===== src/hdl/bgpi_pkg.sv =====
// Shared types, sizes and helpers of the bilinear grid point interpolator.
// Used by every module under hdl but bgpi_ram; depends on nothing.
package bgpi_pkg;

   localparam int GRID_POINTS = 4096;
   localparam int MAX_CELLS   = 63;
   localparam int COORD_WIDTH = 32;
   localparam int FRAC_BITS   = 16;
   localparam int FRAC_ONE    = 1 << FRAC_BITS;
   localparam int NUM_AXES    = 3;

   localparam int GRID_AW     = $clog2(GRID_POINTS);
   localparam int IDX_W       = GRID_AW + 1;
   localparam int CELL_W      = 6;
   localparam int ROW_W       = CELL_W + 1;
   localparam int PARAM_W     = 17;
   localparam int WEIGHT_W    = FRAC_BITS + 1;
   localparam int SU_W        = PARAM_W + CELL_W;
   localparam int IU_W        = SU_W - FRAC_BITS;
   localparam int POINT_W     = NUM_AXES * COORD_WIDTH;

   // blend arithmetic widths
   localparam int PROD_W      = COORD_WIDTH + WEIGHT_W + 1;
   localparam int HI_W        = PROD_W - FRAC_BITS;
   localparam int HPROD_W     = HI_W + WEIGHT_W + 1;
   localparam int LPROD_W     = FRAC_BITS + WEIGHT_W;
   localparam int LSUM_W      = LPROD_W + 1;

   localparam int CMD_DEPTH   = 4;
   localparam int CMD_PTR_W   = $clog2(CMD_DEPTH);
   localparam int CMD_CNT_W   = $clog2(CMD_DEPTH + 1);
   localparam int RSP_DEPTH   = 8;
   localparam int RSP_PTR_W   = $clog2(RSP_DEPTH);
   localparam int RSP_CNT_W   = $clog2(RSP_DEPTH + 1);

   localparam int CSR_INDEX_W = 2;
   localparam logic [CSR_INDEX_W-1:0] CSR_U_CELLS = 2'd0;
   localparam logic [CSR_INDEX_W-1:0] CSR_V_CELLS = 2'd1;
   localparam logic [CELL_W-1:0]      CELLS_RESET = 6'd32;

   localparam logic REQ_WRITE = 1'b0;
   localparam logic REQ_QUERY = 1'b1;

   typedef struct packed {
      logic                          req_type;
      logic [GRID_AW-1:0]            point_index;
      logic signed [COORD_WIDTH-1:0] point_x;
      logic signed [COORD_WIDTH-1:0] point_y;
      logic signed [COORD_WIDTH-1:0] point_z;
      logic [PARAM_W-1:0]            param_u;
      logic [PARAM_W-1:0]            param_v;
   } bgpi_request_type;

   typedef struct packed {
      logic signed [COORD_WIDTH-1:0] result_x;
      logic signed [COORD_WIDTH-1:0] result_y;
      logic signed [COORD_WIDTH-1:0] result_z;
      logic                          out_of_range;
   } bgpi_result_type;

   typedef struct packed {
      logic signed [COORD_WIDTH-1:0] x;
      logic signed [COORD_WIDTH-1:0] y;
      logic signed [COORD_WIDTH-1:0] z;
   } bgpi_point_type;

   typedef enum logic [1:0] {
      CMD_WRITE,
      CMD_QUERY,
      CMD_RANGE
   } bgpi_cmd_kind_type;

   // addr is the write index for CMD_WRITE and the base corner for CMD_QUERY
   typedef struct packed {
      bgpi_cmd_kind_type    kind;
      logic [IDX_W-1:0]     addr;
      logic [ROW_W-1:0]     row;
      logic [WEIGHT_W-1:0]  wu;
      logic [WEIGHT_W-1:0]  wv;
      bgpi_point_type       point;
   } bgpi_command_type;

   // a count of zero acts as one, anything above the limit as the limit
   function automatic logic [CELL_W-1:0] eff_cells(input logic [CELL_W-1:0] c);
      logic [CELL_W-1:0] r;
      r = c;
      if (c == '0) begin
         r = CELL_W'(1);
      end else if (int'(c) > MAX_CELLS) begin
         r = CELL_W'(MAX_CELLS);
      end
      return r;
   endfunction

endpackage


===== src/hdl/bgpi_cmd_fifo.sv =====
// Short command queue between the front and back parts, show-ahead head.
// Uses bgpi_pkg for the command type and depth.
module bgpi_cmd_fifo
   import bgpi_pkg::*;
(
   input  logic                 clock,
   input  logic                 reset,
   input  logic                 push,
   input  bgpi_command_type     push_data,
   input  logic                 pop,
   output logic                 head_vld,
   output bgpi_command_type     head_data,
   output logic [CMD_CNT_W-1:0] count
);

   bgpi_command_type       slot_ff [CMD_DEPTH];
   logic [CMD_PTR_W-1:0]   wr_ptr_ff, wr_ptr_in;
   logic [CMD_PTR_W-1:0]   rd_ptr_ff, rd_ptr_in;
   logic [CMD_CNT_W-1:0]   count_ff, count_in;
   logic                   do_pop;

   assign head_vld  = count_ff != '0;
   assign head_data = slot_ff[rd_ptr_ff];
   assign count     = count_ff;
   assign do_pop    = pop & head_vld;

   always_comb begin
      wr_ptr_in = push   ? wr_ptr_ff + CMD_PTR_W'(1) : wr_ptr_ff;
      rd_ptr_in = do_pop ? rd_ptr_ff + CMD_PTR_W'(1) : rd_ptr_ff;
      count_in  = count_ff + CMD_CNT_W'(push) - CMD_CNT_W'(do_pop);
   end

   always_ff @(posedge clock) begin
      if (reset) begin
         wr_ptr_ff <= '0;
         rd_ptr_ff <= '0;
         count_ff  <= '0;
      end else begin
         wr_ptr_ff <= wr_ptr_in;
         rd_ptr_ff <= rd_ptr_in;
         count_ff  <= count_in;
      end
   end

   always_ff @(posedge clock) begin
      if (push) begin
         slot_ff[wr_ptr_ff] <= push_data;
      end
   end

endmodule


===== config.mk =====
export PLATFORM = sky130hd
export DESIGN_NAME = bgpi_cmd_fifo
export DESIGN_NICKNAME = d
export VERILOG_FILES = /design/src/hdl/bgpi_pkg.sv /design/src/hdl/bgpi_cmd_fifo.sv
export SDC_FILE = /design/constraint.sdc
export NUM_CORES = 1
export LEC_CHECK = 0
export ABC_CLOCK_PERIOD_IN_PS = 6200
export BUFFER_PORTS_ARGS = -buffer_cell sky130_fd_sc_hd__clkbuf_2
export CORE_MARGIN = 4
export CORE_UTILIZATION = 44
export CTS_CLUSTER_SIZE = 40
export DETAILED_ROUTE_END_ITERATION = 8
export PLACE_DENSITY = 0.6
export SETUP_SLACK_MARGIN = 0.15
export SYNTH_ARGS = -nofsm -noshare
export SYNTH_HDL_FRONTEND = slang
export SYNTH_SLANG_ARGS = --single-unit
export TNS_END_PERCENT = 1

===== constraint.sdc =====
create_clock -name clock -period 6.2 [get_ports clock]
set_input_delay 0.31 -clock clock [delete_from_list [all_inputs] [get_ports clock]]
set_output_delay 0.31 -clock clock [all_outputs]
set_load 0.02 [all_outputs]

==> results.yml <==
status:
  outcome: "finished clean"
global_route:
  gr-total-overflow: 0
  use_met1: 0.2275
  grt_pass1_vias: 11400
  met2_usage: 0.2636
  use_met3: 0.04293
  grt_pass1_wl_um: 68000
  grt_usage: 0.1648
  top_usage_layer: "met2"
  antenna_found_initial: 2
  grt_start_max_net_pins: 153
sta:
  max_freq_ghz: 0.3049
  setup_viol: 0
  tightest_slew_ns: 1.031
  slew_violations: 0
  fin_tns_setup_ns: 0
  period_needed_ns: 3.280
  fin_skew_ns: 0.01789
  worst_hold_slack_ns: 0.09746
  hold_viol: 0
  rsz0062_at_grt: "false"
  fin_crit_sh: 0.5290
  maxSlewHeadroom: 0.3129
critical_path:
  path_buf_inv: 2
  slowest_stage: "buf_4"
  cp.depth: 3
  cp_top_family: "buffers and inverters"
  worst_ep_required_time_ns: 5.89
  r2r_cells: 3
  end_kind: "output pin"
  arrival_ns: 2.97
  crit_type: "reg2out"
  cpPeakStageDelay_ns: 0.86
  path_cells: "buf_4 > mux4_2 > clkbuf_2"
  path_max_fanout: 59
  critPathLaunchType: "flop"
floorplanning:
  num_rows: 82
  dieHeight_um: 233.5
  ioPinCount: 312
  dieArea_um2: 54520
  core-area_um2: 50170
  fp.dieW_um: 233.5
  initial_core_util: 0.4460
finish:
  mostFrequentLayoutCell: "edfxtp_1"
  layout_common_cells: "edfxtp_1, clkbuf_2, dlygate4sd3_1"
  area_growth_pct: 25.72
  nets: 1505
  post-route-util: 0.5607
  drive_gt1_frac: 0.4098
  fillerInstances: 3720
min_path:
  min_delay_path_depth: 3
  hold_path_class: "in2reg"
synth:
  avgSynthCellArea_um2: 26.67
  synthesis.area_um2: 22380
  ys_types: 19
  synthesis.nets: 1002
  syn_inst: 839
  yosysSeqAreaShare: 0.8240
  ys_ff_latch: 617
  ys_warn_count: 0
drt:
  wl_um: 44730
  vias: 10570
  drcViolationCount: 0
  wire_per_inst_um: 21.67
  routed_via_density: 5.122
  drt_first_pass_iters: 4
  drtIter0Drc: 560
  antenna_left: 0
cts:
  clk_path_buf_depth: 3
  root_buffer: "clkbuf_16"
  cts_htree_levels: 2
  cts_tree: "done"
  ctsHoldBuffers: 153
  clkTransAtPathRegs_ns: 0.06
  insertion_delay_ns: 0.61
  postCtsSetupBuffers: 0
  ctsResizeCount: 0
  cts-buffers-inserted: 61
  clkSinkCount: 617
power_and_ir_drop:
  power_density_nw_per_um2: 371.2
  p_seq_frac: 0.471
  power_w: 0.01044
  pwr-share-comb: 0.195
  cellLeakagePower_nw: 9.555
  ir_drop_uv: 324.4
  p_switching_w: 0.002721
  pwr-share-clk: 0.334
  power_switching_share: 0.2606
  p_int_w: 0.007720
placed_design:
  gp_congestion: 0.7150
  hpwl_um: 25490
  port_buffers: 311
flow_run:
  cap_violations: 0
[synth_stat cells]
library cell  count  area (um^2)
and2_1            4        25.02
buf_2            17        85.08
buf_6            10        112.6
clkbuf_1          8        30.03
dfxtp_1           9        180.2
edfxtp_1        608        18260
fa_1              1        20.02
ha_1              6        75.07
inv_1             6        22.52
mux2_2            3        33.78
mux2i_1           1        10.01
mux4_2          152         3423
nor2_1            5        18.77
nor2b_1           4        25.02
o311ai_0          1        8.760
o31a_1            1        8.760
or3_1             1        6.260
xnor2_1           1        8.760
xor3_1            1        23.77
[power by group through the flow]
stage / Sequential (W) / Clock, W / Combinational [W]
final: 0.00492 / 0.00349 / 0.00203
after global routing: 0.00495 / 0.00378 / 0.00219
after CTS: 0.00493 / 0.00359 / 0.00209
after detailed placement: 0.00502 / 0 / 0.00200
after global placement: 0.00500 / 0 / 0.00200
after floorplan: 0.00496 / 0 / 0.00143
[final cells by class]
class	instances	area (um^2)	area share
flip-flops and latches	617	18450	0.6557
multi-input cells	181	3697	0.1314
repair buffers	475	3208	0.1140
clock buffers	83	1692	0.06013
well taps	672	840.8	0.02989
clock inverters	29	222.7	0.007917
inverters	6	22.52	0.0008006
diodes	1	2.502	0.00008896
[cells by family (layout without fill, tap and decap cells)]
logic type,count (synthesis),after routing,synth area share
buffers and inverters,41,593,0.01118
XOR/XNOR,2,2,0.001454
AND/OR/NAND/NOR,14,14,0.003355
adder cells (fa/ha/maj),7,7,0.004250
flip-flops,617,617,0.8240
other,0,1,0
multiplexers,156,156,0.1550
AO/OA/AOI/OAI,2,2,0.0007830
[worst register-to-register path, delay by kind of cell, from the launching register on]
family        cells  cell delay, ns
flops             1            0.40
simple gates      1            0.63
fa+ha+maj         1            0.17
buf+inv           1            0.87
[flip-flops by register name, indices dropped and copies added, names as in the netlist, named ones only]
signal / count
count: 3
slot_ff: 608
wr_ptr_ff: 2
rd_ptr_ff: 2
[final timing paths]
check / start / to / slack (ns)
worst min-delay path: push / wr_ptr_ff[0]$_SDFFE_PP0P_ / 0.1
worst min register to register: wr_ptr_ff[1]$_SDFFE_PP0P_ / wr_ptr_ff[1]$_SDFFE_PP0P_ / 0.57
worst max register to register: wr_ptr_ff[0]$_SDFFE_PP0P_ / slot_ff[1][65]$_DFFE_PP_ / 3.63
worst max-delay path: flop / head_data[106] / 2.92
[metal layers]
layer | up-vias | wire length, um | part of all wire
met1 | 5576 | 19280 | 0.43
met3 | 68 | 3083 | 0.069
met5 | - | 11 | 0.00025
met2 | 268 | 21490 | 0.48
li1 | 4658 | - | -
met4 | 2 | 866 | 0.019
[through the flow]
stage / instances / worst slack (ns) / instance area (um^2)
2_1_floorplan: 839 / 1.653 / 22380
3_3_place_gp: 1798 / 3.427 / 24680
3_5_place_dp: 1798 / 3.445 / 24680
4_1_cts: 2063 / 2.786 / 28130
5_1_grt: 2064 / 2.656 / 28130
6_report: 2064 / 2.920 / 28130
(Power assumes the default switching activity.)
