==> config.mk <==
export PLATFORM = sky130hd
export DESIGN_NAME = bgpi_front
export DESIGN_NICKNAME = d
export VERILOG_FILES = /design/src/hdl/bgpi_pkg.sv /design/src/hdl/bgpi_front.sv
export SDC_FILE = /design/constraint.sdc
export NUM_CORES = 1
export LEC_CHECK = 0
export BUFFER_PORTS_ARGS = -buffer_cell sky130_fd_sc_hd__buf_4
export CAP_MARGIN = 30
export CORE_MARGIN = 8
export CORE_UTILIZATION = 55
export DETAILED_ROUTE_END_ITERATION = 6
export PLACE_DENSITY = 0.81
export SYNTH_ARGS = -nofsm -noshare
export SYNTH_HDL_FRONTEND = slang
export SYNTH_SLANG_ARGS = --single-unit
==> constraint.sdc <==
create_clock -name clock -period 7.75 [get_ports clock]
set_input_delay 0 -clock clock [delete_from_list [all_inputs] [get_ports clock]]
set_output_delay 0 -clock clock [all_outputs]
set_load 0.005 [all_outputs]
==> src/hdl/bgpi_pkg.sv <==
// Shared types, sizes and helpers of the bilinear grid point interpolator.
// Used by every module under hdl but bgpi_ram; depends on nothing.
package bgpi_pkg;

   localparam int GRID_POINTS = 4096;
   localparam int MAX_CELLS   = 63;
   localparam int COORD_WIDTH = 32;
   localparam int FRAC_BITS   = 16;
   localparam int FRAC_ONE    = 1 << FRAC_BITS;
   localparam int NUM_AXES    = 3;

   localparam int GRID_AW     = $clog2(GRID_POINTS);
   localparam int IDX_W       = GRID_AW + 1;
   localparam int CELL_W      = 6;
   localparam int ROW_W       = CELL_W + 1;
   localparam int PARAM_W     = 17;
   localparam int WEIGHT_W    = FRAC_BITS + 1;
   localparam int SU_W        = PARAM_W + CELL_W;
   localparam int IU_W        = SU_W - FRAC_BITS;
   localparam int POINT_W     = NUM_AXES * COORD_WIDTH;

   // blend arithmetic widths
   localparam int PROD_W      = COORD_WIDTH + WEIGHT_W + 1;
   localparam int HI_W        = PROD_W - FRAC_BITS;
   localparam int HPROD_W     = HI_W + WEIGHT_W + 1;
   localparam int LPROD_W     = FRAC_BITS + WEIGHT_W;
   localparam int LSUM_W      = LPROD_W + 1;

   localparam int CMD_DEPTH   = 4;
   localparam int CMD_PTR_W   = $clog2(CMD_DEPTH);
   localparam int CMD_CNT_W   = $clog2(CMD_DEPTH + 1);
   localparam int RSP_DEPTH   = 8;
   localparam int RSP_PTR_W   = $clog2(RSP_DEPTH);
   localparam int RSP_CNT_W   = $clog2(RSP_DEPTH + 1);

   localparam int CSR_INDEX_W = 2;
   localparam logic [CSR_INDEX_W-1:0] CSR_U_CELLS = 2'd0;
   localparam logic [CSR_INDEX_W-1:0] CSR_V_CELLS = 2'd1;
   localparam logic [CELL_W-1:0]      CELLS_RESET = 6'd32;

   localparam logic REQ_WRITE = 1'b0;
   localparam logic REQ_QUERY = 1'b1;

   typedef struct packed {
      logic                          req_type;
      logic [GRID_AW-1:0]            point_index;
      logic signed [COORD_WIDTH-1:0] point_x;
      logic signed [COORD_WIDTH-1:0] point_y;
      logic signed [COORD_WIDTH-1:0] point_z;
      logic [PARAM_W-1:0]            param_u;
      logic [PARAM_W-1:0]            param_v;
   } bgpi_request_type;

   typedef struct packed {
      logic signed [COORD_WIDTH-1:0] result_x;
      logic signed [COORD_WIDTH-1:0] result_y;
      logic signed [COORD_WIDTH-1:0] result_z;
      logic                          out_of_range;
   } bgpi_result_type;

   typedef struct packed {
      logic signed [COORD_WIDTH-1:0] x;
      logic signed [COORD_WIDTH-1:0] y;
      logic signed [COORD_WIDTH-1:0] z;
   } bgpi_point_type;

   typedef enum logic [1:0] {
      CMD_WRITE,
      CMD_QUERY,
      CMD_RANGE
   } bgpi_cmd_kind_type;

   // addr is the write index for CMD_WRITE and the base corner for CMD_QUERY
   typedef struct packed {
      bgpi_cmd_kind_type    kind;
      logic [IDX_W-1:0]     addr;
      logic [ROW_W-1:0]     row;
      logic [WEIGHT_W-1:0]  wu;
      logic [WEIGHT_W-1:0]  wv;
      bgpi_point_type       point;
   } bgpi_command_type;

   // a count of zero acts as one, anything above the limit as the limit
   function automatic logic [CELL_W-1:0] eff_cells(input logic [CELL_W-1:0] c);
      logic [CELL_W-1:0] r;
      r = c;
      if (c == '0) begin
         r = CELL_W'(1);
      end else if (int'(c) > MAX_CELLS) begin
         r = CELL_W'(MAX_CELLS);
      end
      return r;
   endfunction

endpackage

==> src/hdl/bgpi_front.sv <==
// Front part: accepts requests, holds the cell-count registers and turns
// each request into a write, query or range command. Uses bgpi_pkg.
module bgpi_front
   import bgpi_pkg::*;
(
   input  logic                   clock,
   input  logic                   reset,
   input  logic                   push,
   output logic                   full,
   input  bgpi_request_type       req_data,
   input  logic                   valid,
   output logic                   ready,
   input  logic [CSR_INDEX_W-1:0] csr_index,
   input  logic [CELL_W-1:0]      csr_wdata,
   output logic                   cmd_push,
   output bgpi_command_type       cmd_data,
   input  logic [CMD_CNT_W-1:0]   cmd_count
);

   logic [CELL_W-1:0]        u_cells_ff, u_cells_in;
   logic [CELL_W-1:0]        v_cells_ff, v_cells_in;
   logic                     f1_vld_ff, f1_vld_in;
   bgpi_request_type         f1_req_ff;
   logic [SU_W-1:0]          su_ff, su_in;
   logic [SU_W-1:0]          sv_ff, sv_in;
   logic                     f1_oor_ff, f1_oor_in;
   logic [CELL_W-1:0]        nu, nv;
   logic [CMD_CNT_W:0]       backlog;
   logic                     accept;
   logic [IU_W-1:0]          iu_raw, jv_raw;
   logic [CELL_W-1:0]        iu, jv;
   logic [WEIGHT_W-1:0]      wu, wv;
   logic [ROW_W-1:0]         row;
   logic [CELL_W+ROW_W-1:0]  row_off;
   logic [IDX_W-1:0]         base;

   assign nu = eff_cells(u_cells_ff);
   assign nv = eff_cells(v_cells_ff);

   // count the request in the first stage against queue room
   assign backlog = {1'b0, cmd_count} + (CMD_CNT_W+1)'(f1_vld_ff);
   assign full    = backlog >= (CMD_CNT_W+1)'(CMD_DEPTH);
   assign accept  = push & ~full;
   assign ready   = 1'b1;

   always_comb begin
      u_cells_in = u_cells_ff;
      v_cells_in = v_cells_ff;
      if (valid && csr_index == CSR_U_CELLS) begin
         u_cells_in = csr_wdata;
      end
      if (valid && csr_index == CSR_V_CELLS) begin
         v_cells_in = csr_wdata;
      end
   end

   assign f1_vld_in = accept;
   assign su_in     = SU_W'(req_data.param_u) * SU_W'(nu);
   assign sv_in     = SU_W'(req_data.param_v) * SU_W'(nv);
   assign f1_oor_in = (req_data.param_u > PARAM_W'(FRAC_ONE)) ||
                      (req_data.param_v > PARAM_W'(FRAC_ONE));

   always_ff @(posedge clock) begin
      if (reset) begin
         u_cells_ff <= CELLS_RESET;
         v_cells_ff <= CELLS_RESET;
         f1_vld_ff  <= 1'b0;
      end else begin
         u_cells_ff <= u_cells_in;
         v_cells_ff <= v_cells_in;
         f1_vld_ff  <= f1_vld_in;
      end
   end

   always_ff @(posedge clock) begin
      if (accept) begin
         f1_req_ff <= req_data;
         su_ff     <= su_in;
         sv_ff     <= sv_in;
         f1_oor_ff <= f1_oor_in;
      end
   end

   // cell and weight; a parameter of one lands in the last cell at full weight
   assign iu_raw = su_ff[SU_W-1:FRAC_BITS];
   assign jv_raw = sv_ff[SU_W-1:FRAC_BITS];

   always_comb begin
      if (iu_raw >= IU_W'(nu)) begin
         iu = nu - CELL_W'(1);
         wu = WEIGHT_W'(FRAC_ONE);
      end else begin
         iu = iu_raw[CELL_W-1:0];
         wu = WEIGHT_W'(su_ff[FRAC_BITS-1:0]);
      end
      if (jv_raw >= IU_W'(nv)) begin
         jv = nv - CELL_W'(1);
         wv = WEIGHT_W'(FRAC_ONE);
      end else begin
         jv = jv_raw[CELL_W-1:0];
         wv = WEIGHT_W'(sv_ff[FRAC_BITS-1:0]);
      end
   end

   assign row     = ROW_W'(nu) + ROW_W'(1);
   assign row_off = (CELL_W+ROW_W)'(jv) * (CELL_W+ROW_W)'(row);
   assign base    = IDX_W'(row_off) + IDX_W'(iu);

   always_comb begin
      cmd_data.row     = row;
      cmd_data.wu      = wu;
      cmd_data.wv      = wv;
      cmd_data.point.x = f1_req_ff.point_x;
      cmd_data.point.y = f1_req_ff.point_y;
      cmd_data.point.z = f1_req_ff.point_z;
      priority if (f1_req_ff.req_type == REQ_WRITE) begin
         cmd_data.kind = CMD_WRITE;
         cmd_data.addr = IDX_W'(f1_req_ff.point_index);
      end else if (f1_oor_ff) begin
         cmd_data.kind = CMD_RANGE;
         cmd_data.addr = base;
      end else begin
         cmd_data.kind = CMD_QUERY;
         cmd_data.addr = base;
      end
   end

   assign cmd_push = f1_vld_ff;

endmodule

==> impl_metrics.csv <==
group,metric,value,unit
run_status,status,"complete, no violations",
yosys,synth_top_family_by_area,"adder cells",
timing,tns,0,ns
finish,antenna_cells,0,
clock_network,clkTransAtPathRegs,0.08,ns
routing,wl_per_cell,19.4,um
pwr,total_power,0.00332,W
min_path,holdCritStartpoint,"cmd_count[2]",
yosys,yosys.area_share.simple,14.4,%
worst_setup_path,r2r_end,"su_ff[21]",
pwr,power.leakage,8.62,nW
clock_network,cts_buffer_depth,2,
floorplan,core,0.0261,mm2
timing,slew_headroom,35.6,%
finish,drive_gt1_share,22.7,%
yosys,synth_xor_area_share,3.01,%
timing,worstMarginPinSlew,0.965,ns
worst_setup_path,cp-start-kind,"flip-flop",
global_routing,groute.usage.overall,24.5,%
yosys,synth-seq-cells,169,
pwr,p_sw_share,35.8,%
floorplan,io_pins,313,
floorplan,placementRows,59,
floorplan,die_y,179,um
global_routing,antenna_found_initial,1,
yosys,synth_ff_type,"edfxtp_1",
worst_setup_path,worstPathRequired,7.75,ns
routing,wirelength,39500,um
placed_design,port_buffers,311,
yosys,synth_most_common_cell,"edfxtp_1",
timing,slew_violations,0,
yosys,synth_edf_count,156,
clock_network,worst_skew_pair.late_latency,0.44,ns
floorplan,start_util,55.9,%
routing,drt-pass1-iter-count,6,
finish,area_delta_synth_final,26.3,%
yosys,yosysUniqueCellTypes,71,
pwr,p_per_area,180,mW/mm2
yosys,syn_avg_cell_area,10.6,um2
yosys,synth_common_cells,"edfxtp_1 (156), inv_1 (155), fa_1 (146)",
clock_network,root_buffer,"clkbuf_16",
yosys,synthCells,1368,
pwr,ir_drop,0.151,mV
run,drv_cap,0,
worst_setup_path,r2r_setup_slack,2.17,ns
yosys,netlist_area,0.0146,mm2
floorplan,die_area,0.0319,mm2
worst_setup_path,worstSetupStartpoint,"v_cells_ff[1]",
placed_design,place_inst,1887,
worst_setup_path,ff2ff_path_depth,16,
yosys,synth_compound_area_share,6.82,%
worst_setup_path,reg2reg_from,"u_cells_ff[1]",
placed_design,place_congestion,0.900,
routing,vias,11100,
min_path,hold_class,"in -> reg",
finish,final_cells,2041,
pwr,clockPowerShare,26.6,%
global_routing,grt_pass1_wl,60800,um
finish,post-route-util,70.6,%
yosys,netlist_top_cells_area,"edfxtp_1 (32%), fa_1 (20%), ha_1 (9.3%)",
routing,drc,0,
clock_network,cts_tree,"built",
timing,timing.hold.ws,0.0498,ns
pwr,switchingPower,0.00119,W
yosys,synth_top_area_share,32.2,%
yosys,yosys_warnings,0,
finish,nNetsFinal,2105,
placed_design,hpwl,29900,um
yosys,syn_nets,1780,
clock_network,cts_setup_buffers,0,
min_path,holdPathStages,3,
pwr,power.internal,0.00213,W
timing,rsz0062_at_grt,"no",
timing,timing.final.hold_violations,0,
worst_setup_path,critPathMaxFanout,21,
worst_setup_path,setup.worst_path.class,"reg -> out",
timing,setup_violations,0,
pwr,pwr-share-seq,33.0,%
yosys,synth.yosys.seq_area_share,34.0,%
global_routing,gr-total-overflow,0,
clock_network,numCtsBuffers,17,
clock_network,htree_levels,4,
timing,fin_skew,0.0225,ns
min_path,hold_end,"sv_ff[12]",
routing,drt_iter0_drc,627,
routing,antenna_left,0,
timing,period_share,93.8,%
yosys,muxShareOfSynthArea,2.24,%
yosys,synth_largest_area_cell,"edfxtp_1",
global_routing,grt_pass1_vias,11600,
yosys,synth_fa_ha_area_share,29.4,%
yosys,synthArstFlopShare,0,%
pwr,pwr-share-comb,40.4,%
floorplan,die_w,179,um
timing,period_needed,7.27,ns
finish,fillCellCount,1785,
timing,fmax,138,MHz
worst_setup_path,end_kind,"output pin",
global_routing,grt_start_max_net_pins,79,
worst_setup_path,crit_arrival,7.27,ns
routing,post_drt_via_cell_ratio,5.43,
clock_network,cts_sinks,169,
[state kept, by name, summed over array words and instances (netlist names)]
register,count
sv_ff,23
f1_oor_ff,1
u_cells_ff,6
f1_req_ff,13
v_cells_ff,6
cmd_data,96
su_ff,23
cmd_push,1
[worst max-delay path, stage by stage (launching register included)]
cell      delay (ns)
dfxtp_2         0.54
inv_1           0.11
nand4_1         0.11
nor2_1          0.04
or2_1           0.43
ha_1            0.38
nand2b_1        0.09
a21o_1          0.10
a21oi_1         0.07
o311a_4         0.46
inv_4           0.16
mux2i_1         0.51
or2_2           0.22
fa_1            0.40
fa_1            0.49
inv_1           0.05
fa_1            0.53
inv_1           0.05
fa_1            0.52
inv_1           0.04
ha_1            0.31
nand3_1         0.11
o22ai_1         0.11
o21ai_0         0.15
a21boi_0        0.11
or3_1           0.31
a31o_2          0.25
buf_4           0.14
[layout by cell type, fill, tap and decap left out, types with 5 or more instances in the layout]
cell / count
buf_4: 319
edfxtp_1: 156
inv_1: 155
fa_1: 146
nand2_1: 144
and2_1: 130
dlygate4sd3_1: 121
ha_1: 108
nor2_1: 77
a21oi_1: 42
xnor2_1: 37
o21ai_0: 22
a21o_1: 18
clkbuf_16: 17
nand3_1: 16
mux2i_1: 15
xor2_1: 13
mux2_2: 13
nand2b_1: 12
dfxtp_1: 12
nand4_1: 11
a31oi_1: 8
nor4_1: 8
o21a_1: 7
and3_1: 5
a211oi_1: 5
clkinv_8: 5
inv_8: 5
[stage by stage]
| step | cell area [um2] | setup slack (ns) |
|---|---|---|
| final | 18400 | 0.482 |
| after global routing | 18400 | 0.0136 |
| after floorplan | 14600 | 1.59 |
| after CTS | 18300 | 0.104 |
| after detailed placement | 16500 | 0.572 |
| after global placement | 16500 | 0.784 |
[repair_timing]
item / 4_1_cts / 5_1_grt
hold buffers: 121 / 0
hold endpoints to repair: 129 / 0
resized for setup: 0 / 5
endpoints found under the setup margin: 0 / 7
[cell type report]
cell class                 count  area [um2]  share of cell area (%)
clock buffer                  17         425                    2.31
multi-input combinational    905        8150                    44.3
clock inverter                15         188                    1.02
timing repair buffer         442        3660                    19.9
inverter                     158         596                    3.24
tap                          335         419                    2.28
sequential                   169        4950                    26.9
[layer usage]
metal | global-route usage (%) | up-vias | wire, um
met3 | 5.01 | 76 | 2920
li1 | - | 5079 | -
met4 | 9.71 | 0 | 1320
met2 | 43.7 | 462 | 20300
met1 | 28.4 | 5456 | 14900
met5 | 0 | - | 0
[power by group through the flow]
stage | Clock [W] | Combinational (W) | Sequential [W]
finish | 0.000884 | 0.00134 | 0.00109
global route | 0.000940 | 0.00149 | 0.00110
CTS | 0.000900 | 0.00133 | 0.00109
detailed placement | 0 | 0.00127 | 0.00111
floorplan | 0 | 0.000822 | 0.00110
global placement | 0 | 0.00123 | 0.00111
[cell families after synthesis]
kind of cell / after synthesis
AOI/OAI and AO/OA: 144
xor gates and xnor gates: 50
adders and majority gates: 254
buffers and inverters: 294
DFF: 169
muxes: 31
other: 1
and+or+nand+nor: 425
[worst max path at each step]
stage,endpoint,slack (ns),cells past startpoint
after detailed placement,cmd_data[145],0.57,27
final,cmd_data[145],0.48,27
after global routing,cmd_data[145],0.01,27
after global placement,cmd_data[149],0.78,27
after floorplan,cmd_data[145],1.59,29
after CTS,cmd_data[145],0.10,27
Power figures use the tool's default switching activity.
